File: config.mk
export PLATFORM = sky130hd
export DESIGN_NAME = http_response_header_parser_flat
export DESIGN_NICKNAME = d
export VERILOG_FILES = /design/src/rtl/hrhp_pkg.sv /design/src/rtl/hrhp_if.sv /design/src/rtl/hrhp_dec_acc.sv /design/src/rtl/http_response_header_parser.sv /design/src/flat_wrapper.sv
export SDC_FILE = /design/constraint.sdc
export NUM_CORES = 1
export LEC_CHECK = 0
export ABC_AREA = 1
export BUFFER_PORTS_ARGS = -buffer_cell sky130_fd_sc_hd__buf_2
export CAP_MARGIN = 15
export CORE_MARGIN = 5
export CORE_UTILIZATION = 40
export DETAILED_ROUTE_END_ITERATION = 6
export GPL_TIMING_DRIVEN = 0
export MAX_ROUTING_LAYER = met4
export PLACE_DENSITY_LB_ADDON = 0.12
export SLEW_MARGIN = 20
export SYNTH_ARGS = -nofsm -noshare
export SYNTH_HDL_FRONTEND = slang
export SYNTH_SLANG_ARGS = --single-unit
export TNS_END_PERCENT = 30
File: constraint.sdc
create_clock -name clock -period 4.2 [get_ports clock]
set_clock_uncertainty 0.05 [all_clocks]
set_input_delay 0.63 -clock clock [delete_from_list [all_inputs] [get_ports clock]]
set_output_delay 0.63 -clock clock [all_outputs]
set_load 0.02 [all_outputs]
File: src/rtl/hrhp_pkg.sv
// Shared types, constants, character helpers and status classification for the HTTP response header parser.
// No dependencies; compiled first.
package hrhp_pkg;

   localparam int BYTE_W    = 8;
   localparam int CODE_W    = 16;
   localparam int CLEN_W    = 32;
   localparam int ACTION_W  = 3;
   localparam int HDRLEN_W  = 16;

   localparam int PREFIX_LEN = 5;
   localparam int KEY_LEN    = 15;

   localparam logic [7:0] CHAR_SP  = 8'h20;
   localparam logic [7:0] CHAR_CR  = 8'h0d;
   localparam logic [7:0] CHAR_LF  = 8'h0a;
   localparam logic [7:0] CHAR_DOT = 8'h2e;

   typedef enum logic [ACTION_W-1:0] {
      ACT_SUCCESS    = 3'd0,
      ACT_REDIRECT   = 3'd1,
      ACT_RETRY      = 3'd2,
      ACT_LONG_RETRY = 3'd3,
      ACT_FATAL      = 3'd4
   } action_type;

   function automatic logic is_digit(input logic [7:0] b);
      return b inside {[8'h30:8'h39]};
   endfunction

   // Expected characters of "HTTP/".
   function automatic logic [7:0] prefix_char(input logic [2:0] idx);
      logic [7:0] c;
      case (idx)
         3'd0:    c = 8'h48;
         3'd1:    c = 8'h54;
         3'd2:    c = 8'h54;
         3'd3:    c = 8'h50;
         3'd4:    c = 8'h2f;
         default: c = 8'h00;
      endcase
      return c;
   endfunction

   // Expected characters of "Content-Length:".
   function automatic logic [7:0] key_char(input logic [3:0] idx);
      logic [7:0] c;
      case (idx)
         4'd0:    c = 8'h43;
         4'd1:    c = 8'h6f;
         4'd2:    c = 8'h6e;
         4'd3:    c = 8'h74;
         4'd4:    c = 8'h65;
         4'd5:    c = 8'h6e;
         4'd6:    c = 8'h74;
         4'd7:    c = 8'h2d;
         4'd8:    c = 8'h4c;
         4'd9:    c = 8'h65;
         4'd10:   c = 8'h6e;
         4'd11:   c = 8'h67;
         4'd12:   c = 8'h74;
         4'd13:   c = 8'h68;
         4'd14:   c = 8'h3a;
         default: c = 8'h00;
      endcase
      return c;
   endfunction

   function automatic action_type classify(input logic [CODE_W-1:0] code);
      action_type a;
      case (code)
         16'd100, 16'd200, 16'd203, 16'd204, 16'd205, 16'd206: a = ACT_SUCCESS;
         16'd301:                                             a = ACT_REDIRECT;
         16'd408, 16'd500, 16'd504:                           a = ACT_RETRY;
         16'd503:                                             a = ACT_LONG_RETRY;
         default:                                             a = ACT_FATAL;
      endcase
      return a;
   endfunction

endpackage

File: src/rtl/hrhp_if.sv
// Valid/ready channel interfaces for the header byte stream and the parse result.
// Depends on hrhp_pkg for field widths.
interface hrhp_req_if;
   import hrhp_pkg::*;
   logic              valid;
   logic              ready;
   logic [BYTE_W-1:0] rx_byte;

   modport source (output valid, output rx_byte, input ready);
   modport sink   (input valid, input rx_byte, output ready);
endinterface

interface hrhp_rsp_if;
   import hrhp_pkg::*;
   logic                valid;
   logic                ready;
   logic [CODE_W-1:0]   status_code;
   logic                status_error;
   logic [CLEN_W-1:0]   content_length;
   logic [ACTION_W-1:0] action;
   logic                header_too_long;
   logic [HDRLEN_W-1:0] header_length;

   modport source (output valid, output status_code, output status_error,
                   output content_length, output action, output header_too_long,
                   output header_length, input ready);
   modport sink   (input valid, input status_code, input status_error,
                   input content_length, input action, input header_too_long,
                   input header_length, output ready);
endinterface

File: src/rtl/hrhp_dec_acc.sv
// Saturating decimal accumulator: value * 10 + digit, clamped to all ones.
// No package dependency; used by http_response_header_parser.
module hrhp_dec_acc #(
   parameter int WIDTH = 16
) (
   input  logic [WIDTH-1:0] value,
   input  logic [3:0]       digit,
   output logic [WIDTH-1:0] result
);
   logic [WIDTH+3:0] wide;
   logic [WIDTH+3:0] sum;

   // Times ten is times eight plus times two.
   assign wide   = {4'b0000, value};
   assign sum    = (wide << 3) + (wide << 1) + {{WIDTH{1'b0}}, digit};
   assign result = (|sum[WIDTH+3:WIDTH]) ? {WIDTH{1'b1}} : sum[WIDTH-1:0];
endmodule

File: src/rtl/http_response_header_parser.sv
// HTTP response header parser: status code, Content-Length and action class.
// Depends on hrhp_pkg, the hrhp_req_if / hrhp_rsp_if interfaces and hrhp_dec_acc.
//
// Usage. Header bytes arrive one beat at a time on req_chan (rx_byte). The block
// checks that the status line reads "HTTP/", a version of digits and dots, spaces
// and a decimal status code, and takes the value of the first "Content-Length:"
// line. When CRLFCRLF has been seen, or MAX_HEADER_BYTES bytes have arrived, one
// result beat is offered on rsp_chan and the parser clears itself for the next
// response; the very next byte may already belong to it.
// Throughput is one byte per clock unless a header-ending byte waits on a stalled
// rsp_chan. A byte is captured in an input register, then the parsing logic (a
// multiply-by-ten-and-add for the decimal fields and the status classification)
// writes the state and the result register that offers the result beat.
// Reset (synchronous, active high) returns all parse state to the start of a
// header and drops both valid flags. While rsp_chan is stalled with a result
// waiting, bytes that do not end a header are still taken; only a byte that ends
// another header waits in the input register, and req_chan.ready falls until the
// waiting result beat has been taken.
module http_response_header_parser #(
   parameter int MAX_HEADER_BYTES = 65535,
   parameter int MAX_DIGITS       = 32
) (
   input  logic          clock,
   input  logic          reset,
   hrhp_req_if.sink      req_chan,
   hrhp_rsp_if.source    rsp_chan
);
   import hrhp_pkg::*;

   localparam int CNT_W = $clog2(MAX_HEADER_BYTES + 1);
   localparam int DIG_W = $clog2(MAX_DIGITS + 1);

   typedef enum logic [2:0] {
      SP_PREFIX,
      SP_VERSION,
      SP_SPACES,
      SP_DIGITS,
      SP_DONE
   } status_phase_type;

   typedef enum logic [1:0] {
      LP_SEARCH,
      LP_SKIP,
      LP_DIGITS,
      LP_DONE
   } length_phase_type;

   // Input register.
   logic              in_valid_ff, in_valid_in;
   logic [BYTE_W-1:0] in_byte_ff;

   // Parse state.
   status_phase_type  sphase_ff, sphase_in;
   logic [2:0]        prefix_idx_ff, prefix_idx_in;
   logic [CODE_W-1:0] code_ff, code_in;
   logic [DIG_W-1:0]  code_cnt_ff, code_cnt_in;
   logic              code_fail_ff, code_fail_in;
   logic              line_start_ff, line_start_in;
   logic [3:0]        key_idx_ff, key_idx_in;
   length_phase_type  lphase_ff, lphase_in;
   logic [CLEN_W-1:0] len_ff, len_in;
   logic [DIG_W-1:0]  len_cnt_ff, len_cnt_in;
   logic [1:0]        term_ff, term_in;
   logic [CNT_W-1:0]  count_ff, count_in;

   // Result register.
   logic                rsp_valid_ff, rsp_valid_in;
   logic [CODE_W-1:0]   rsp_code_ff;
   logic                rsp_err_ff;
   logic [CLEN_W-1:0]   rsp_len_ff;
   action_type          rsp_action_ff;
   logic                rsp_too_long_ff;
   logic [HDRLEN_W-1:0] rsp_hdr_len_ff;

   logic [BYTE_W-1:0] b;
   logic              b_digit;
   logic [CODE_W-1:0] code_acc;
   logic [CLEN_W-1:0] len_acc;
   logic [DIG_W-1:0]  code_cnt_inc;
   logic [CNT_W-1:0]  count_inc;
   logic              ended;
   logic              too_long;
   logic              emit;
   logic              err;
   logic [CODE_W-1:0] code_out;
   action_type        action_out;
   logic              out_free;
   logic              stall;
   logic              advance;

   assign b            = in_byte_ff;
   assign b_digit      = is_digit(b);
   assign code_cnt_inc = code_cnt_ff + 1'b1;
   assign count_inc    = count_ff + 1'b1;

   hrhp_dec_acc #(.WIDTH(CODE_W)) u_code_acc (
      .value  (code_ff),
      .digit  (b[3:0]),
      .result (code_acc)
   );

   hrhp_dec_acc #(.WIDTH(CLEN_W)) u_len_acc (
      .value  (len_ff),
      .digit  (b[3:0]),
      .result (len_acc)
   );

   // Status line: prefix, version, spaces, then code digits. The first digit
   // after the spaces is taken in the same step as the phase change.
   always_comb begin
      sphase_in     = sphase_ff;
      prefix_idx_in = prefix_idx_ff;
      code_in       = code_ff;
      code_cnt_in   = code_cnt_ff;
      code_fail_in  = code_fail_ff;
      case (sphase_ff)
         SP_PREFIX: begin
            if (b == prefix_char(prefix_idx_ff)) begin
               prefix_idx_in = prefix_idx_ff + 1'b1;
               if (prefix_idx_ff == 3'(PREFIX_LEN - 1)) begin
                  sphase_in = SP_VERSION;
               end
            end else begin
               code_fail_in = 1'b1;
               sphase_in    = SP_DONE;
            end
         end
         SP_VERSION: begin
            if (b == CHAR_SP) begin
               sphase_in = SP_SPACES;
            end else if (!b_digit && b != CHAR_DOT) begin
               code_fail_in = 1'b1;
               sphase_in    = SP_DONE;
            end
         end
         SP_SPACES, SP_DIGITS: begin
            if (sphase_ff == SP_SPACES && b == CHAR_SP) begin
               sphase_in = SP_SPACES;
            end else if (!b_digit) begin
               sphase_in = SP_DONE;
            end else begin
               code_in     = code_acc;
               code_cnt_in = code_cnt_inc;
               if (code_cnt_inc >= DIG_W'(MAX_DIGITS)) begin
                  code_fail_in = 1'b1;
                  sphase_in    = SP_DONE;
               end else begin
                  sphase_in = SP_DIGITS;
               end
            end
         end
         default: begin
            sphase_in = SP_DONE;
         end
      endcase
   end

   // Content-Length search. Only lines after the status line are candidates,
   // and an empty line (a bare LF at the start of a line) ends the search.
   always_comb begin
      lphase_in     = lphase_ff;
      line_start_in = line_start_ff;
      key_idx_in    = key_idx_ff;
      len_in        = len_ff;
      len_cnt_in    = len_cnt_ff;
      case (lphase_ff)
         LP_SEARCH: begin
            if (b == CHAR_LF) begin
               if (line_start_ff && key_idx_ff == 4'd0) begin
                  lphase_in = LP_DONE;
               end else begin
                  line_start_in = 1'b1;
                  key_idx_in    = 4'd0;
               end
            end else if (line_start_ff) begin
               if (b == key_char(key_idx_ff)) begin
                  key_idx_in = key_idx_ff + 1'b1;
                  if (key_idx_ff == 4'(KEY_LEN - 1)) begin
                     lphase_in = LP_SKIP;
                  end
               end else begin
                  line_start_in = 1'b0;
               end
            end
         end
         LP_SKIP, LP_DIGITS: begin
            if (lphase_ff == LP_SKIP && b == CHAR_SP) begin
               lphase_in = LP_SKIP;
            end else if (b_digit && len_cnt_ff < DIG_W'(MAX_DIGITS)) begin
               len_in     = len_acc;
               len_cnt_in = len_cnt_ff + 1'b1;
               lphase_in  = LP_DIGITS;
            end else begin
               lphase_in = LP_DONE;
            end
         end
         default: begin
            lphase_in = LP_DONE;
         end
      endcase
   end

   // CRLFCRLF tracking, byte limit and the result fields.
   always_comb begin
      ended = 1'b0;
      if (b == CHAR_CR) begin
         term_in = (term_ff == 2'd2) ? 2'd3 : 2'd1;
      end else if (b == CHAR_LF) begin
         ended   = (term_ff == 2'd3);
         term_in = (term_ff == 2'd1) ? 2'd2 : 2'd0;
      end else begin
         term_in = 2'd0;
      end
      count_in   = count_inc;
      too_long   = !ended && (count_inc >= CNT_W'(MAX_HEADER_BYTES));
      emit       = ended || too_long;
      err        = code_fail_in || sphase_in == SP_PREFIX || sphase_in == SP_VERSION;
      code_out   = err ? '0 : code_in;
      action_out = (err || too_long) ? ACT_FATAL : classify(code_out);
   end

   // Handshake. Only a byte that ends a header needs room in the result register.
   assign out_free     = !rsp_valid_ff || rsp_chan.ready;
   assign stall        = in_valid_ff && emit && !out_free;
   assign advance      = in_valid_ff && !stall;
   assign req_chan.ready = !stall;

   always_comb begin
      if (req_chan.valid && !stall) begin
         in_valid_in = 1'b1;
      end else if (advance) begin
         in_valid_in = 1'b0;
      end else begin
         in_valid_in = in_valid_ff;
      end
      if (advance && emit) begin
         rsp_valid_in = 1'b1;
      end else if (rsp_chan.ready) begin
         rsp_valid_in = 1'b0;
      end else begin
         rsp_valid_in = rsp_valid_ff;
      end
   end

   always_ff @(posedge clock) begin
      if (reset) begin
         in_valid_ff   <= 1'b0;
         rsp_valid_ff  <= 1'b0;
         sphase_ff     <= SP_PREFIX;
         prefix_idx_ff <= '0;
         code_ff       <= '0;
         code_cnt_ff   <= '0;
         code_fail_ff  <= 1'b0;
         line_start_ff <= 1'b0;
         key_idx_ff    <= '0;
         lphase_ff     <= LP_SEARCH;
         len_ff        <= '0;
         len_cnt_ff    <= '0;
         term_ff       <= '0;
         count_ff      <= '0;
      end else begin
         in_valid_ff  <= in_valid_in;
         rsp_valid_ff <= rsp_valid_in;
         if (advance && emit) begin
            // Header finished: start afresh for the next response.
            sphase_ff     <= SP_PREFIX;
            prefix_idx_ff <= '0;
            code_ff       <= '0;
            code_cnt_ff   <= '0;
            code_fail_ff  <= 1'b0;
            line_start_ff <= 1'b0;
            key_idx_ff    <= '0;
            lphase_ff     <= LP_SEARCH;
            len_ff        <= '0;
            len_cnt_ff    <= '0;
            term_ff       <= '0;
            count_ff      <= '0;
         end else if (advance) begin
            sphase_ff     <= sphase_in;
            prefix_idx_ff <= prefix_idx_in;
            code_ff       <= code_in;
            code_cnt_ff   <= code_cnt_in;
            code_fail_ff  <= code_fail_in;
            line_start_ff <= line_start_in;
            key_idx_ff    <= key_idx_in;
            lphase_ff     <= lphase_in;
            len_ff        <= len_in;
            len_cnt_ff    <= len_cnt_in;
            term_ff       <= term_in;
            count_ff      <= count_in;
         end
      end
   end

   // Payload registers need no reset.
   always_ff @(posedge clock) begin
      if (req_chan.valid && !stall) begin
         in_byte_ff <= req_chan.rx_byte;
      end
      if (advance && emit) begin
         rsp_code_ff     <= code_out;
         rsp_err_ff      <= err;
         rsp_len_ff      <= len_in;
         rsp_action_ff   <= action_out;
         rsp_too_long_ff <= too_long;
         rsp_hdr_len_ff  <= HDRLEN_W'(count_inc);
      end
   end

   assign rsp_chan.valid           = rsp_valid_ff;
   assign rsp_chan.status_code     = rsp_code_ff;
   assign rsp_chan.status_error    = rsp_err_ff;
   assign rsp_chan.content_length  = rsp_len_ff;
   assign rsp_chan.action          = rsp_action_ff;
   assign rsp_chan.header_too_long = rsp_too_long_ff;
   assign rsp_chan.header_length   = rsp_hdr_len_ff;

   // After a header ends, the next byte is parsed from a clean start.
   a_clear_after_result: assert property (@(posedge clock) disable iff (reset)
      (advance && emit) |=> (count_ff == '0 && sphase_ff == SP_PREFIX
                             && lphase_ff == LP_SEARCH && term_ff == 2'd0))
      else $error("parse state not cleared after a result beat");

   // The byte limit always ends a header before the counter can pass it.
   a_count_bound: assert property (@(posedge clock) disable iff (reset)
      count_ff < CNT_W'(MAX_HEADER_BYTES))
      else $error("byte count reached the header limit without a result");

   // A failed status line parks the status parser.
   a_fail_done: assert property (@(posedge clock) disable iff (reset)
      code_fail_ff |-> sphase_ff == SP_DONE)
      else $error("status failure outside the done phase");

   // No length digits are gathered before the keyword has matched.
   a_len_idle: assert property (@(posedge clock) disable iff (reset)
      (lphase_ff == LP_SEARCH) |-> (len_ff == '0 && len_cnt_ff == '0))
      else $error("length value moved during the keyword search");

   // A result waiting on a stalled receiver is not overwritten.
   a_no_overwrite: assert property (@(posedge clock) disable iff (reset)
      (rsp_valid_ff && !rsp_chan.ready) |-> !(advance && emit))
      else $error("result register overwritten while stalled");

endmodule
File: src/flat_wrapper.sv
// flat-port wrapper written by rule: the top's interface ports become plain ports
module http_response_header_parser_flat import hrhp_pkg::*;
#(
   parameter int MAX_HEADER_BYTES = 65535,
   parameter int MAX_DIGITS       = 32
)
  (clock, reset, req_chan_valid, req_chan_rx_byte, req_chan_ready, rsp_chan_valid, rsp_chan_status_code, rsp_chan_status_error, rsp_chan_content_length, rsp_chan_action, rsp_chan_header_too_long, rsp_chan_header_length, rsp_chan_ready);
  hrhp_req_if req_chan_i ();
  hrhp_rsp_if rsp_chan_i ();
  input  logic clock;
  input  logic reset;
  input wire logic [$bits(req_chan_i.valid)-1:0] req_chan_valid;
  input wire logic [$bits(req_chan_i.rx_byte)-1:0] req_chan_rx_byte;
  output wire logic [$bits(req_chan_i.ready)-1:0] req_chan_ready;
  output wire logic [$bits(rsp_chan_i.valid)-1:0] rsp_chan_valid;
  output wire logic [$bits(rsp_chan_i.status_code)-1:0] rsp_chan_status_code;
  output wire logic [$bits(rsp_chan_i.status_error)-1:0] rsp_chan_status_error;
  output wire logic [$bits(rsp_chan_i.content_length)-1:0] rsp_chan_content_length;
  output wire logic [$bits(rsp_chan_i.action)-1:0] rsp_chan_action;
  output wire logic [$bits(rsp_chan_i.header_too_long)-1:0] rsp_chan_header_too_long;
  output wire logic [$bits(rsp_chan_i.header_length)-1:0] rsp_chan_header_length;
  input wire logic [$bits(rsp_chan_i.ready)-1:0] rsp_chan_ready;
  assign req_chan_i.valid = req_chan_valid;
  assign req_chan_i.rx_byte = req_chan_rx_byte;
  assign req_chan_ready = req_chan_i.ready;
  assign rsp_chan_valid = rsp_chan_i.valid;
  assign rsp_chan_status_code = rsp_chan_i.status_code;
  assign rsp_chan_status_error = rsp_chan_i.status_error;
  assign rsp_chan_content_length = rsp_chan_i.content_length;
  assign rsp_chan_action = rsp_chan_i.action;
  assign rsp_chan_header_too_long = rsp_chan_i.header_too_long;
  assign rsp_chan_header_length = rsp_chan_i.header_length;
  assign rsp_chan_i.ready = rsp_chan_ready;
  http_response_header_parser #(.MAX_HEADER_BYTES(MAX_HEADER_BYTES), .MAX_DIGITS(MAX_DIGITS)) u_core (.clock(clock), .reset(reset), .req_chan(req_chan_i), .rsp_chan(rsp_chan_i));
endmodule
* After elaboration in Yosys (flattened, before gate mapping) *
Memories as Yosys holds them, arrays and structs flattened. A register that Yosys moved wholly into a read port is not among the register bits.
Index checks and enable logic that the tools add are counted.

cells by class
  add/sub/neg operators = 9
  multiply operators = 0
  div/mod/pow operators = 0
  $lt $le $gt $ge = 5
  equality and inequality tests = 36
  shifts and indexed selects = 0
  multiplexer cells = 58
  bitwise operators = 2
  reductions and logical operators = 45

operators with widths
  operator                                                    count
  two-way mux 32 bit                                          4
  equality test 16 x 8 -> 1 bit (second input constant)       5
  equality test 16 x 9 -> 1 bit (second input constant)       5
  two-way mux 16 bit                                          5
  adder 35 x 33 -> 36 bit                                     1
  adder 36 x 4 -> 36 bit                                      1
  two-way mux 8 bit                                           4
  case mux 7 bit (4 select lines)                             1
  two-way mux 4 bit                                           6
  two-way mux 3 bit                                           7
  adder 19 x 17 -> 20 bit                                     1
  adder 20 x 4 -> 20 bit                                      1
  two-way mux 2 bit                                           10
  two-way mux 1 bit                                           17
  adder 16 x 1 -> 16 bit (second input constant)              1
  equality test 16 x 7 -> 1 bit (second input constant)       1
  equality test 8 x 4 -> 1 bit (second input constant)        2
  equality test 8 bit                                         2
  greater-or-equal comparator 16 bit (second input constant)  1
  adder 6 x 1 -> 6 bit (second input constant)                2
  equality test 3 x 2 -> 1 bit (second input constant)        4
  logical AND 1 bit                                           12
  case mux 3 bit (4 select lines)                             1
  AND reduction 5 bit                                         2
  32 further kinds                                            59

storage, ports and cells
  register bits after elaboration = 171
  bits in latches = 0
  memory bits (writable) = 0
  bits in read-only memories = 112
  input port bits = 12
  output and inout bits = 71
  word-level logic and storage cells = 177
  memories = 1

memories
  name              words  width  rd ports  clocked after memory_dff  wr ports  line            RTL
  (name not given)  16     7      1         1                         0         hrhp_pkg.sv:48  case (idx)

* Depth between registers and ports, before layout *
Gate-level depths: netlist of the first run.

  depth after elaboration = 14
  gate-level depth with buffers = 28
  mapped depth without buffers = 28

* Hierarchy *
From an unflattened synthesis of the first run, not the netlist that was laid out.

unflattened totals
  cells, all modules = 1864
  area total of the unflattened synthesis = 13401.6 um^2

modules (own cells, without submodules)
  module                            instances  cells each  area an instance (um^2)  sequential area each (um^2)
  http_response_header_parser       1          1051        8525.7                   4334.2
  hrhp_dec_acc (u_core.u_len_acc)   1          566         3387.0                   0.0
  hrhp_dec_acc (u_core.u_code_acc)  1          247         1488.9                   0.0

* Worst setup path after synthesis of the first run *
No wires, ideal clock.

  path type = register to register
  start = register u_core.count_ff[0]
  end = register u_core.rsp_action_ff[0], in the netlist u_core.rsp_chan.action[0], enable pin
  setup time = 423 ps
  arrival = 3067 ps
  required time = 3727 ps
  slack = 659 ps
  stages on the path, launching flop included = 13
  buffers on the path = 0
  period minus slack after synthesis = 3541 ps
  cells stage by stage = dfxtp_1 -> ha_1 -> nand3_2 -> nor4_1 -> or2_2 -> nand2_1 -> inv_2 -> nand3_1 -> nor2_1 -> nand2_2 -> a21oi_2 -> nand2_2 -> inv_1

between the ends
  cells in the longest elaborated chain, start to end = 9

ends and longest elaborated chain
  item                                  line                                RTL
  start, declared                       http_response_header_parser.sv:64   logic [CNT_W-1:0] count_ff, count_in;
  start signal, assigned                http_response_header_parser.sv:290  count_ff <= count_in;
  adder 16 x 1 -> 16 bit *              http_response_header_parser.sv:94   assign count_inc = count_ff + 1'b1;
  via u_core.count_in[12]               http_response_header_parser.sv:64
  greater-or-equal comparator 16 bit *  http_response_header_parser.sv:215  too_long = !ended && (count_inc >= CNT_W'(MAX_HEADER_BYTES));
  logical AND 1 bit *                   http_response_header_parser.sv:215
  logical OR 1 bit *                    http_response_header_parser.sv:216  emit = ended || too_long;
  logical AND 1 bit (2 in series)       http_response_header_parser.sv:224  assign stall = in_valid_ff && emit && !out_free;
  zero test 1 bit                       http_response_header_parser.sv:225  assign advance = in_valid_ff && !stall;
  logical AND 1 bit                     http_response_header_parser.sv:225
  logical AND 1 bit *                   http_response_header_parser.sv:300  if (advance && emit) begin
  end signal, assigned                  http_response_header_parser.sv:304  rsp_action_ff <= action_out;
  end, declared                         http_response_header_parser.sv:71   action_type rsp_action_ff;

The timed path passes the listed nets; every way through them passes the cells marked *.
A chain may end at the register's enable or synchronous reset.

* Worst setup path after layout of the first run *
  start = register u_core.in_byte_ff[2], in the netlist u_core.b[2]
  end = register u_core.rsp_len_ff[27], in the netlist u_core.rsp_chan.content_length[27] (data pin)

between the ends
  cells in the longest elaborated chain, start to end = 6
  elaborated cells between the ends (all ways) = 12
  those cells by class = add/sub (1); order compare (2); eq/ne (1); mux (4); reduce/logical (4)

ends and longest elaborated chain
  item                                                     line                                                    RTL
  start, declared                                          http_response_header_parser.sv:50                       logic [BYTE_W-1:0] in_byte_ff;
  start signal, assigned                                   http_response_header_parser.sv:298                      in_byte_ff <= req_chan.rx_byte;
  adder 36 x 4 -> 36 bit, or another cell as far along     hrhp_dec_acc.sv:15                                      assign sum = (wide << 3) + (wide << 1) + {{WIDTH{1'b0}}, digit};
  OR reduction 4 bit or logical AND 1 bit (tied branches)  hrhp_dec_acc.sv:16, hrhp_pkg.sv:28
  two-way mux 32 bit or logical AND 1 bit (tied branches)  hrhp_dec_acc.sv:16, http_response_header_parser.sv:189
  two-way mux 32 bit                                       http_response_header_parser.sv:189                      end else if (b_digit && len_cnt_ff < DIG_W'(MAX_DIGITS)) begin
  two-way mux 32 bit *                                     http_response_header_parser.sv:187                      if (lphase_ff == LP_SKIP && b == CHAR_SP) begin
  two-way mux 32 bit *                                     http_response_header_parser.sv:166                      case (lphase_ff)
  via u_core.len_in[27]                                    http_response_header_parser.sv:61                       logic [CLEN_W-1:0] len_ff, len_in;
  end signal, assigned                                     http_response_header_parser.sv:303                      rsp_len_ff <= len_in;
  end, declared                                            http_response_header_parser.sv:70                       logic [CLEN_W-1:0] rsp_len_ff;

Marked as above.

==> key figures, run 1 <==
Status
  – Status: completed

STA
  – Crit path time final: 3.98 ns
  – Rel. slew slack: 0.472
  – Final Hold Violating Endpoints: 0
  – Worst-Margin Slew: 0.784 ns
  – Achievable clock frequency: 252 MHz
  – Final worst path period share: 0.946
  – Final Max Slew Viols: 0
  – Setup violations, final: 0

Place
  – Post-detail-place hpwl: 25.5 mm
  – Area after DPL: 0.0129 sq mm
  – Inst Count DP: 2053
  – Gp weighted congestion: 0.915
  – Port Buffers: 82

Clock tree
  – H-tree levels: 4
  – CTS tree: built
  – Root Driver: clkbuf_16
  – Clock Latency Late Sink: 0.44 ns
  – CTS Buf Count: 17
  – Maximum clock path buffer count: 2
  – Clock sink count: 178
  – Clock Pin Slew Worst Setup and Hold Paths: 0.08 ns
  – Cts hold-fix bufs: 0

Logic synthesis
  – Post-synth net total: 1711
  – Top cell type's share of synthesized area: 0.193
  – Synth area leaders: edfxtp_1 (19%), dfxtp_1 (17%), ha_1 (12%)
  – Syn avg cell area: 7.59 sq um
  – Cells after Synth: 1580
  – Seq/Total Area, Yosys: 0.362
  – Async set or reset register ratio after synthesis: 0
  – Post-Syn Area: 0.0120 sq mm
  – Cell accounting for the most synthesized area: edfxtp_1
  – Number of distinct library cells after synthesis: 56
  – Prevailing post-synth register cell: dfxtp_1
  – Post-synth EDFFs: 77
  – Synth warn: 0
  – Yosys reg bits: 178

Routing
  – DRC: 0
  – DR WL/cell: 15.8 um
  – Drt initial violations: 649
  – Antenna viol nets, final: 0
  – Total Routed Length: 33.1 mm
  – Via count: 10700
  – Post-DR vias/cell: 5.11
  – Initial DRT Pass Iterations: 5

Pwr
  – Peak VDD IR: 0.191 mV
  – Leakage: 6.36 nW
  – Pwr dens: 289 mW/mm^2

Cells and area
  – Diodes inserted: 0
  – Layout cells sized above 1: 0.140
  – Multi-input gate area: 0.00676 sq mm
  – Commonest non-fill, non-tap cells in the layout: nand2_1 (349), inv_1 (187), nor2_1 (151)
  – Post-route cell area: 0.0137 sq mm
  – Layout area overhead: 13.9%
  – FILL cells: 3024
  – Final Non-Filler Cells: 2095
  – Register Area: 0.00433 sq mm
  – Commonest non-fill, non-tap cell in the layout: nand2_1
  – Nets: 1823

Critical path
  – Crit path capture type: flop
  – CP Max Fanout: 10
  – Worst path slowest cell: edfxtp_1
  – Startpoint types: flop
  – Crit Path Class: flop to flop
  – Max incr delay on CP: 0.43 ns
  – Top delay family on crit path: simple AND/OR/NAND/NOR gates
  – Critical path buffer and inverter count: 3
  – Critical Path Most Common Cell: nand2_1
  – CP required: 4.35 ns
  – Critical path data arrival time: 4.12 ns
  – Cells along the critical path: buf_4 -> ha_1 -> ha_1 -> fa_1 -> nand2_1 -> nand2_1 -> o21ai_2 -> o21ai_2 -> nand3_1 -> nand2_1 -> nand3_1 -> nand2_1 -> nand4_1 -> nand2_1 -> xor2_1 -> nor2_2 -> nand2_4 -> nor2_4 -> buf_6 -> nand2_1 -> nand2_1 -> inv_1

Floorplan
  – Die area: 0.0335 sq mm
  – Core Area: 0.0296 sq mm
  – IO Count: 83
  – Die height: 183 um
  – Die W: 183 um
  – Initial Util: 0.404
  – Site row count: 63

Min path
  – Min-delay worst type: primary input to flop

GRT
  – Initial antenna violation count: 0
  – Largest net degree at the start of global routing: 40
  – Gr ovfl total: 0
  – Vias in the first global route: 10100
  – Tot GR Track Use: 0.202
  – First-pass GRT wire length: 53.6 mm

Run
  – Max cap viols: 0
[sequential cells by signal, summed over array words and instances (netlist names), 2 cells and up, named ones only]
name	count
u_core.len_ff	32
u_core.rsp_chan.content_length	32
u_core.code_ff	16
u_core.count_ff	16
u_core.rsp_chan.header_length	16
u_core.rsp_chan.status_code	16
u_core.b	8
u_core.code_cnt_ff	6
u_core.len_cnt_ff	6
u_core.key_idx_ff	4
u_core.prefix_idx_ff	3
u_core.rsp_chan.action	3
u_core.sphase_ff	3
u_core.lphase_ff	2
u_core.term_ff	2
[report_power, final]
group          switching (mW)  internal, mW
combinational           0.284         0.154
sequential             0.0468          1.83
clock                   0.779         0.849
total                    1.11          2.84
[logic make-up after synthesis]
kind of cell | Yosys count | share of synthesized area
AO/OA/AOI/OAI | 317 | 0.146
XOR/XNOR | 46 | 0.0355
adder cells (fa/ha/maj) | 119 | 0.127
buffers and inverters | 235 | 0.0806
flip-flops | 178 | 0.362
AND/OR/NAND/NOR | 685 | 0.250
[Yosys cell counts (3+ instances only)]
cell type  instances
or2_2             20
a31oi_1           12
xor2_1            23
nand2_2            7
nor4_1             9
a21o_1             6
inv_2             10
o21a_1             3
fa_1               4
nor3_1            16
o21ai_0          105
dfxtp_1          101
nand3_1           72
inv_1            188
edfxtp_1          77
nor2_4             4
nand3b_1           3
o22ai_1            5
clkbuf_1          12
xnor2_1           20
ha_1             115
nand2_1          352
nor2_1           156
a21oi_1          140
nor2_2            11
buf_2             14
a211oi_1          11
o21ai_1           14
nand2_4            3
xor2_2             3
o21bai_1           4
nand4_1           20
buf_6              8
[worst register-to-register path, cell delays in order, from the launching register on]
cell and delay, ns:
edfxtp_1 0.43, buf_4 0.16, ha_1 0.29, ha_1 0.28, fa_1 0.42, nand2_1 0.12, nand2_1 0.08, o21ai_2 0.09
o21ai_2 0.12, nand3_1 0.08, nand2_1 0.11, nand3_1 0.09, nand2_1 0.13, nand4_1 0.11, nand2_1 0.07, xor2_1 0.18
nor2_2 0.19, nand2_4 0.16, nor2_4 0.16, buf_6 0.19, nand2_1 0.08, nand2_1 0.10, inv_1 0.04
[repair_timing]
item,in CTS,in global routing
buffers inserted,4,6
resized for setup,3,21
hold endpoints to repair,0,0
pin swaps,0,5
setup endpoints to repair,32,38
[final cells by class]
| cell class | count | share of cell area |
|---|---|---|
| multi-input cells | 1167 | 0.495 |
| flip-flops and latches | 178 | 0.318 |
| inverters | 200 | 0.0554 |
| repair buffers | 93 | 0.0370 |
| well taps | 390 | 0.0357 |
| clock buffers | 17 | 0.0312 |
| plain buffers | 35 | 0.0159 |
| clock inverters | 15 | 0.0123 |
[final timing paths]
| path | from | endpoint | slack (ns) | depth (start not counted) |
|---|---|---|---|---|
| hold reg to reg | u_core.len_cnt_ff[5] | u_core.len_cnt_ff[5] | 0.40 | 2 |
| setup reg to reg | u_core.b[2] | u_core.rsp_chan.content_length[27] | 0.22 | 22 |
| setup / recovery | u_core.b[2] | u_core.rsp_chan.content_length[27] | 0.22 | 22 |
| hold / removal | req_chan_rx_byte[4] | u_core.b[4] | 0.32 | 1 |
[routing by layer]
layer | track usage | routed length [um] | vias to the layer above | share of wire
li1 | - | - | 5493 | -
met4 | 0.0328 | 299 | 0 | 0.0090
met5 | - | 0 | - | 0
met3 | 0.0240 | 1460 | 22 | 0.044
met1 | 0.290 | 16600 | 4957 | 0.50
met2 | 0.314 | 14700 | 242 | 0.45
[stage by stage]
| step | hold WS (ns) | utilization | power [mW] | setup WS, ns | TNS, ns |
|---|---|---|---|---|---|
| after floorplan | 0.380 | - | 2.21 | 0.659 | 0 |
| after global placement | 0.392 | 0.435 | 2.34 | -0.592 | -43.88 |
| after detailed placement | 0.394 | 0.435 | 2.34 | -0.203 | -3.27 |
| after CTS | 0.308 | 0.457 | 3.96 | 0.0105 | 0 |
| after global routing | 0.297 | 0.461 | 4.11 | -0.0262 | -0.105 |
| final | 0.317 | 0.461 | 3.95 | 0.225 | 0 |
No activity file was read; power rests on OpenSTA's default activity.
==> run 2: changes to the inputs <==
PLACE_DENSITY = 0.59   (was not set)
PLACE_DENSITY_LB_ADDON = not set   (was 0.12)
==> run 2 against run 1 <==
  * Critical path depth decreased by 2
  * Flip-flop and latch count unchanged
  * Register-to-register slack improved by 0.03 ns
  * Fmax increased by 0.83%
  * Total power decreased by 3.4%
  * Sequential share of layout area increased by 0.20 points
  * Worst setup slack improved by 0.033 ns
  * Clock power decreased by 9%
  * Hold slack improved by 0.0058 ns
  * Global-route usage decreased by 0.64 points
  * Largest power group unchanged
  * Via count decreased by 0.38%
  * Routed wire length decreased by 3.2%
==> key figures, run 2 (synthesis gave the netlist of run 1 again) <==
Floorplan
  – Site row count: 63
  – Die W: 183 um
  – Core Area: 0.0296 sq mm
  – Die height: 183 um
  – IO Count: 83
  – Die area: 0.0335 sq mm
  – Initial Util: 0.404

Critical path
  – CP required: 4.30 ns
  – Startpoint types: flop
  – Crit path capture type: flop
  – Crit Path Class: flop to flop
  – CP Max Fanout: 10
  – Critical path data arrival time: 4.04 ns

GRT
  – Initial antenna violation count: 0
  – Vias in the first global route: 10200
  – Tot GR Track Use: 0.196
  – First-pass GRT wire length: 52.0 mm
  – Largest net degree at the start of global routing: 38
  – Gr ovfl total: 0

STA
  – Crit path time final: 3.94 ns
  – Final Max Slew Viols: 0
  – Unrepaired setup endpoints after global routing: yes
  – Setup violations, final: 0
  – Achievable clock frequency: 254 MHz
  – Final Hold Violating Endpoints: 0
  – Final worst path period share: 0.939
  – Hold_ws: 0.323 ns
  – Worst-Margin Slew: 0.825 ns
  – Setup TNS: 0 ns
  – Rel. slew slack: 0.445
  – Fin worst setup slack: 0.258 ns

Run
  – Max cap viols: 0

Min path
  – Min-delay worst type: primary input to flop

Routing
  – Drt initial violations: 627
  – Initial DRT Pass Iterations: 5
  – Post-DR vias/cell: 5.09
  – Total Routed Length: 32.1 mm
  – Via count: 10700
  – Antenna viol nets, final: 0
  – DR WL/cell: 15.3 um
  – DRC: 0

Cells and area
  – Final core occ: 0.458
  – Commonest non-fill, non-tap cell in the layout: nand2_1
  – Diodes inserted: 0
  – Post-route cell area: 0.0136 sq mm
  – Final Non-Filler Cells: 2095
  – Commonest non-fill, non-tap cells in the layout: nand2_1 (351), inv_1 (187), nor2_1 (152)
  – Layout cells sized above 1: 0.135
  – Nets: 1823
  – Layout area overhead: 13.2%

Clock tree
  – Clock Pin Slew Worst Setup and Hold Paths: 0.07 ns
  – Root Driver: clkbuf_16
  – Clock Latency Late Sink: 0.44 ns
  – Maximum clock path buffer count: 2
  – CTS tree: built
  – Clock sink count: 178
  – CTS Buf Count: 17
  – H-tree levels: 4

Pwr
  – Leakage: 6.32 nW
  – Tot Pwr: 3.81 mW
  – Peak VDD IR: 0.242 mV
  – Pwr dens: 281 mW/mm^2

Place
  – Gp weighted congestion: 0.913
  – Port Buffers: 82
  – Pre-CTS WS: -0.110 ns
  – Inst Count DP: 2053
  – Area after DPL: 0.0129 sq mm
  – Post-detail-place hpwl: 24.8 mm

Status
  – Status: completed
run 2: cell types whose count changed in the layout (fill, tap and decap cells not counted), sizes merged:
cell      previous run  this run
inv                206       201
clkbuf              29        32
clkinv               6         8
bufinv               1         0
clkinvlp             2         3
run 2: worst paths after layout:
check / start / to / slack [ns] / cells past startpoint
hold / removal: req_chan_rx_byte[1] / u_core.b[1] / 0.32 / 1
setup / recovery: u_core.b[2] / u_core.rsp_chan.content_length[5] / 0.26 / 20
hold reg to reg: u_core.len_cnt_ff[5] / u_core.len_cnt_ff[5] / 0.40 / 2
setup reg to reg: u_core.b[2] / u_core.rsp_chan.content_length[5] / 0.26 / 20
run 2: repair_timing:
| item | CTS | global route |
|---|---|---|
| buffers inserted | 3 | 7 |
| endpoints found under the setup margin | 24 | 29 |
| pin swaps | 0 | 7 |
| resized for setup | 2 | 17 |
| hold buffers | 0 | 0 |
run 2: final cells by class:
type | instances | area (sq um)
fillers | 3056 | 16100
clock buffers | 20 | 447
well taps | 390 | 488
inverters | 200 | 756
multi-input cells | 1167 | 6740
plain buffers | 35 | 216
flip-flops and latches | 178 | 4330
clock inverters | 12 | 85.1
repair buffers | 93 | 505
run 2: power by group:
group / total, mW / internal (mW) / leakage [nW] / switching (mW)
combinational: 0.439 / 0.154 / 4.55 / 0.285
sequential: 1.88 / 1.84 / 1.52 / 0.0466
clock: 1.49 / 0.775 / 0.251 / 0.718
run 2: critical path: stages (launching register included):
cell      delay (ns)
edfxtp_1        0.42
buf_4           0.17
ha_1            0.29
ha_1            0.25
fa_1            0.39
nand2_1         0.11
nand2_1         0.05
o21ai_1         0.15
o21ai_2         0.13
nand3_1         0.08
nand2_1         0.11
nand3_1         0.09
nand2_1         0.12
nand4_1         0.11
nand2_1         0.08
xor2_1          0.17
nor2_2          0.19
nand2_4         0.15
buf_4           0.24
a21oi_2         0.18
o21ai_0         0.12
run 2: routing by layer:
layer / global-route usage / vias up / wire length [um]
met2: 0.302 / 256 / 14000
met1: 0.267 / 4894 / 15800
met5: - / - / 0
met4: 0.0599 / 0 / 766
li1: - / 5480 / -
met3: 0.0290 / 43 / 1490
==> run 3: changes to the inputs <==
CAP_MARGIN = 20   (was 15)
SETUP_SLACK_MARGIN = 0.02   (was not set)
clock period = 3.8 ns   (was 4.2 ns; I/O delays follow)
==> run 3 against run 2 <==
  * Sequential share of layout area fell by 1.1 points
  * Worst setup slack got worse by 0.040 ns
  * Hold slack lost 0.061 ns
  * Global-route usage up 0.14 points
  * Final area rose by 3.5%
  * Critical path type unchanged
  * Cell count rose by 1.1%
  * Critical path depth increased by 5
  * Sequential power up 11%
==> key figures, run 3 (synthesis gave the netlist of run 1 again) <==
Pwr
  – Tot Pwr: 4.27 mW
  – Leakage: 6.48 nW
  – Internal: 3.08 mW
  – Switching share of power: 0.278
  – Net Sw Power: 1.19 mW
  – Pwr dens: 304 mW/mm^2
  – Clock group share of total power: 0.387
  – Reg power frac: 0.487
  – Combinational Power Share: 0.125
  – Peak VDD IR: 0.270 mV

GRT
  – Tot GR Track Use: 0.197
  – Initial antenna violation count: 0
  – Vias in the first global route: 10300
  – First-pass GRT wire length: 52.4 mm
  – Largest net degree at the start of global routing: 38
  – Gr ovfl total: 0

Routing
  – DRC: 0
  – Via count: 10800
  – Initial DRT Pass Iterations: 7
  – DR WL/cell: 15.5 um
  – Antenna viol nets, final: 0
  – Total Routed Length: 32.8 mm
  – Drt initial violations: 655
  – Post-DR vias/cell: 5.12

Critical path
  – R2R Setup Slk: 0.22 ns
  – Worst path slowest cell: edfxtp_1
  – RR Startpoint: u_core.b[2]
  – CP Max Fanout: 6
  – Critical Path Most Common Cell: nand2_2
  – CP required: 3.93 ns
  – R2R depth: 25
  – Max incr delay on CP: 0.44 ns
  – Reg-to-Reg End: u_core.rsp_chan.action[2]
  – Critical path buffer and inverter count: 4
  – Top delay family on crit path: simple AND/OR/NAND/NOR gates
  – Crit path capture type: flop
  – Critical path data arrival time: 3.71 ns
  – Startpoint types: flop
  – Crit Path Class: flop to flop

Cells and area
  – Commonest non-fill, non-tap cell in the layout: nand2_1
  – Commonest non-fill, non-tap cells in the layout: nand2_1 (332), inv_1 (185), nor2_1 (143)
  – Nets: 1845
  – Layout area overhead: 17.2%
  – Final core occ: 0.474
  – FILL cells: 3018
  – Diodes inserted: 0
  – Layout cells sized above 1: 0.176

STA
  – Achievable clock frequency: 279 MHz
  – Setup TNS: 0 ns
  – Final worst path period share: 0.943
  – Unrepaired setup endpoints after global routing: yes
  – Crit path time final: 3.58 ns
  – Fin worst setup slack: 0.218 ns
  – Final Hold Violating Endpoints: 0
  – Setup violations, final: 0
  – Rel. slew slack: 0.443
  – Worst-Margin Slew: 0.828 ns
  – Final Max Slew Viols: 0

Floorplan
  – Die area: 0.0335 sq mm
  – Site row count: 63
  – Core Area: 0.0296 sq mm
  – Die height: 183 um
  – IO Count: 83
  – Initial Util: 0.404
  – Die W: 183 um

Clock tree
  – Clock sink count: 178
  – Cts hold-fix bufs: 0
  – CTS tree: built
  – H-tree levels: 4
  – Root Driver: clkbuf_16
  – Clock Pin Slew Worst Setup and Hold Paths: 0.07 ns
  – CTS Buf Count: 17
  – Maximum clock path buffer count: 2
  – Clock Latency Late Sink: 0.44 ns

Place
  – Post-detail-place hpwl: 24.8 mm
  – Gp weighted congestion: 0.913
  – Port Buffers: 82
  – Pre-CTS WS: -0.510 ns

Status
  – Status: completed

Min path
  – Hold Path Origin: req_chan_rx_byte[1]
  – Min-delay worst type: primary input to flop
  – WHS Path Cells: 1
  – Hold EP: u_core.b[1]

Run
  – Max cap viols: 0
==> run 3: repair_timing <==
action                     CTS  global route
buffers inserted            11            20
cloned                       0             1
setup endpoints to repair   62            59
resized for setup           30            59
pin swaps                    7            23
==> run 3: worst max-delay path by stage <==
stage / cells past startpoint / endpoint / from
finish: 25 / u_core.rsp_chan.action[2] / u_core.b[2]
global route: 26 / u_core.rsp_chan.action[2] / u_core.b[3]
CTS: 20 / u_core.rsp_chan.content_length[27] / u_core.b[3]
detailed placement: 20 / u_core.rsp_chan.content_length[27] / u_core.b[3]
global placement: 9 / u_core.rsp_chan.content_length[1] / u_core.b[0]
floorplan: 12 / u_core.rsp_chan.action[0] / u_core.count_ff[0]
==> run 3: worst register-to-register path, delay by kind of cell, from the launching register on <==
kind	cells	cell delay, ns
AO/OA/AOI/OAI	2	0.18
flip-flops	1	0.44
adder cells (fa/ha/maj)	3	0.83
AND/OR/NAND/NOR	16	1.46
buffers and inverters	4	0.37
==> run 3: layout make-up <==
type | instances | area (sq um) | area share
multi-input cells | 1167 | 7010 | 0.499
flip-flops and latches | 178 | 4330 | 0.309
inverters | 200 | 759 | 0.0541
repair buffers | 115 | 704 | 0.0502
well taps | 390 | 488 | 0.0347
clock buffers | 20 | 447 | 0.0318
plain buffers | 35 | 220 | 0.0157
clock inverters | 12 | 85.1 | 0.00606
==> run 3: routing by layer <==
| metal | up-vias | GRT usage | share of wire |
|---|---|---|---|
| li1 | 5526 | - | - |
| met1 | 5020 | 0.268 | 0.49 |
| met2 | 256 | 0.306 | 0.44 |
| met3 | 46 | 0.0292 | 0.046 |
| met4 | 0 | 0.0572 | 0.020 |
| met5 | - | - | 0 |
==> run 3: stage by stage <==
| step | hold slack, ns | cells | area [sq um] |
|---|---|---|---|
| floorplan | 0.380 | 1580 | 12000 |
| global placement | 0.394 | 2052 | 12900 |
| detailed placement | 0.395 | 2053 | 12900 |
| CTS | 0.249 | 2096 | 13600 |
| global route | 0.242 | 2117 | 14000 |
| finish | 0.262 | 2117 | 14000 |
==> run 3: power groups by stage <==
stage | logic (mW) | clock network [mW] | registers [mW]
2_1_floorplan | 0.342 | 0 | 2.11
3_3_place_gp | 0.455 | 0 | 2.13
3_5_place_dp | 0.461 | 0 | 2.13
4_1_cts | 0.486 | 1.68 | 2.08
5_1_grt | 0.602 | 1.75 | 2.08
6_report | 0.535 | 1.65 | 2.08
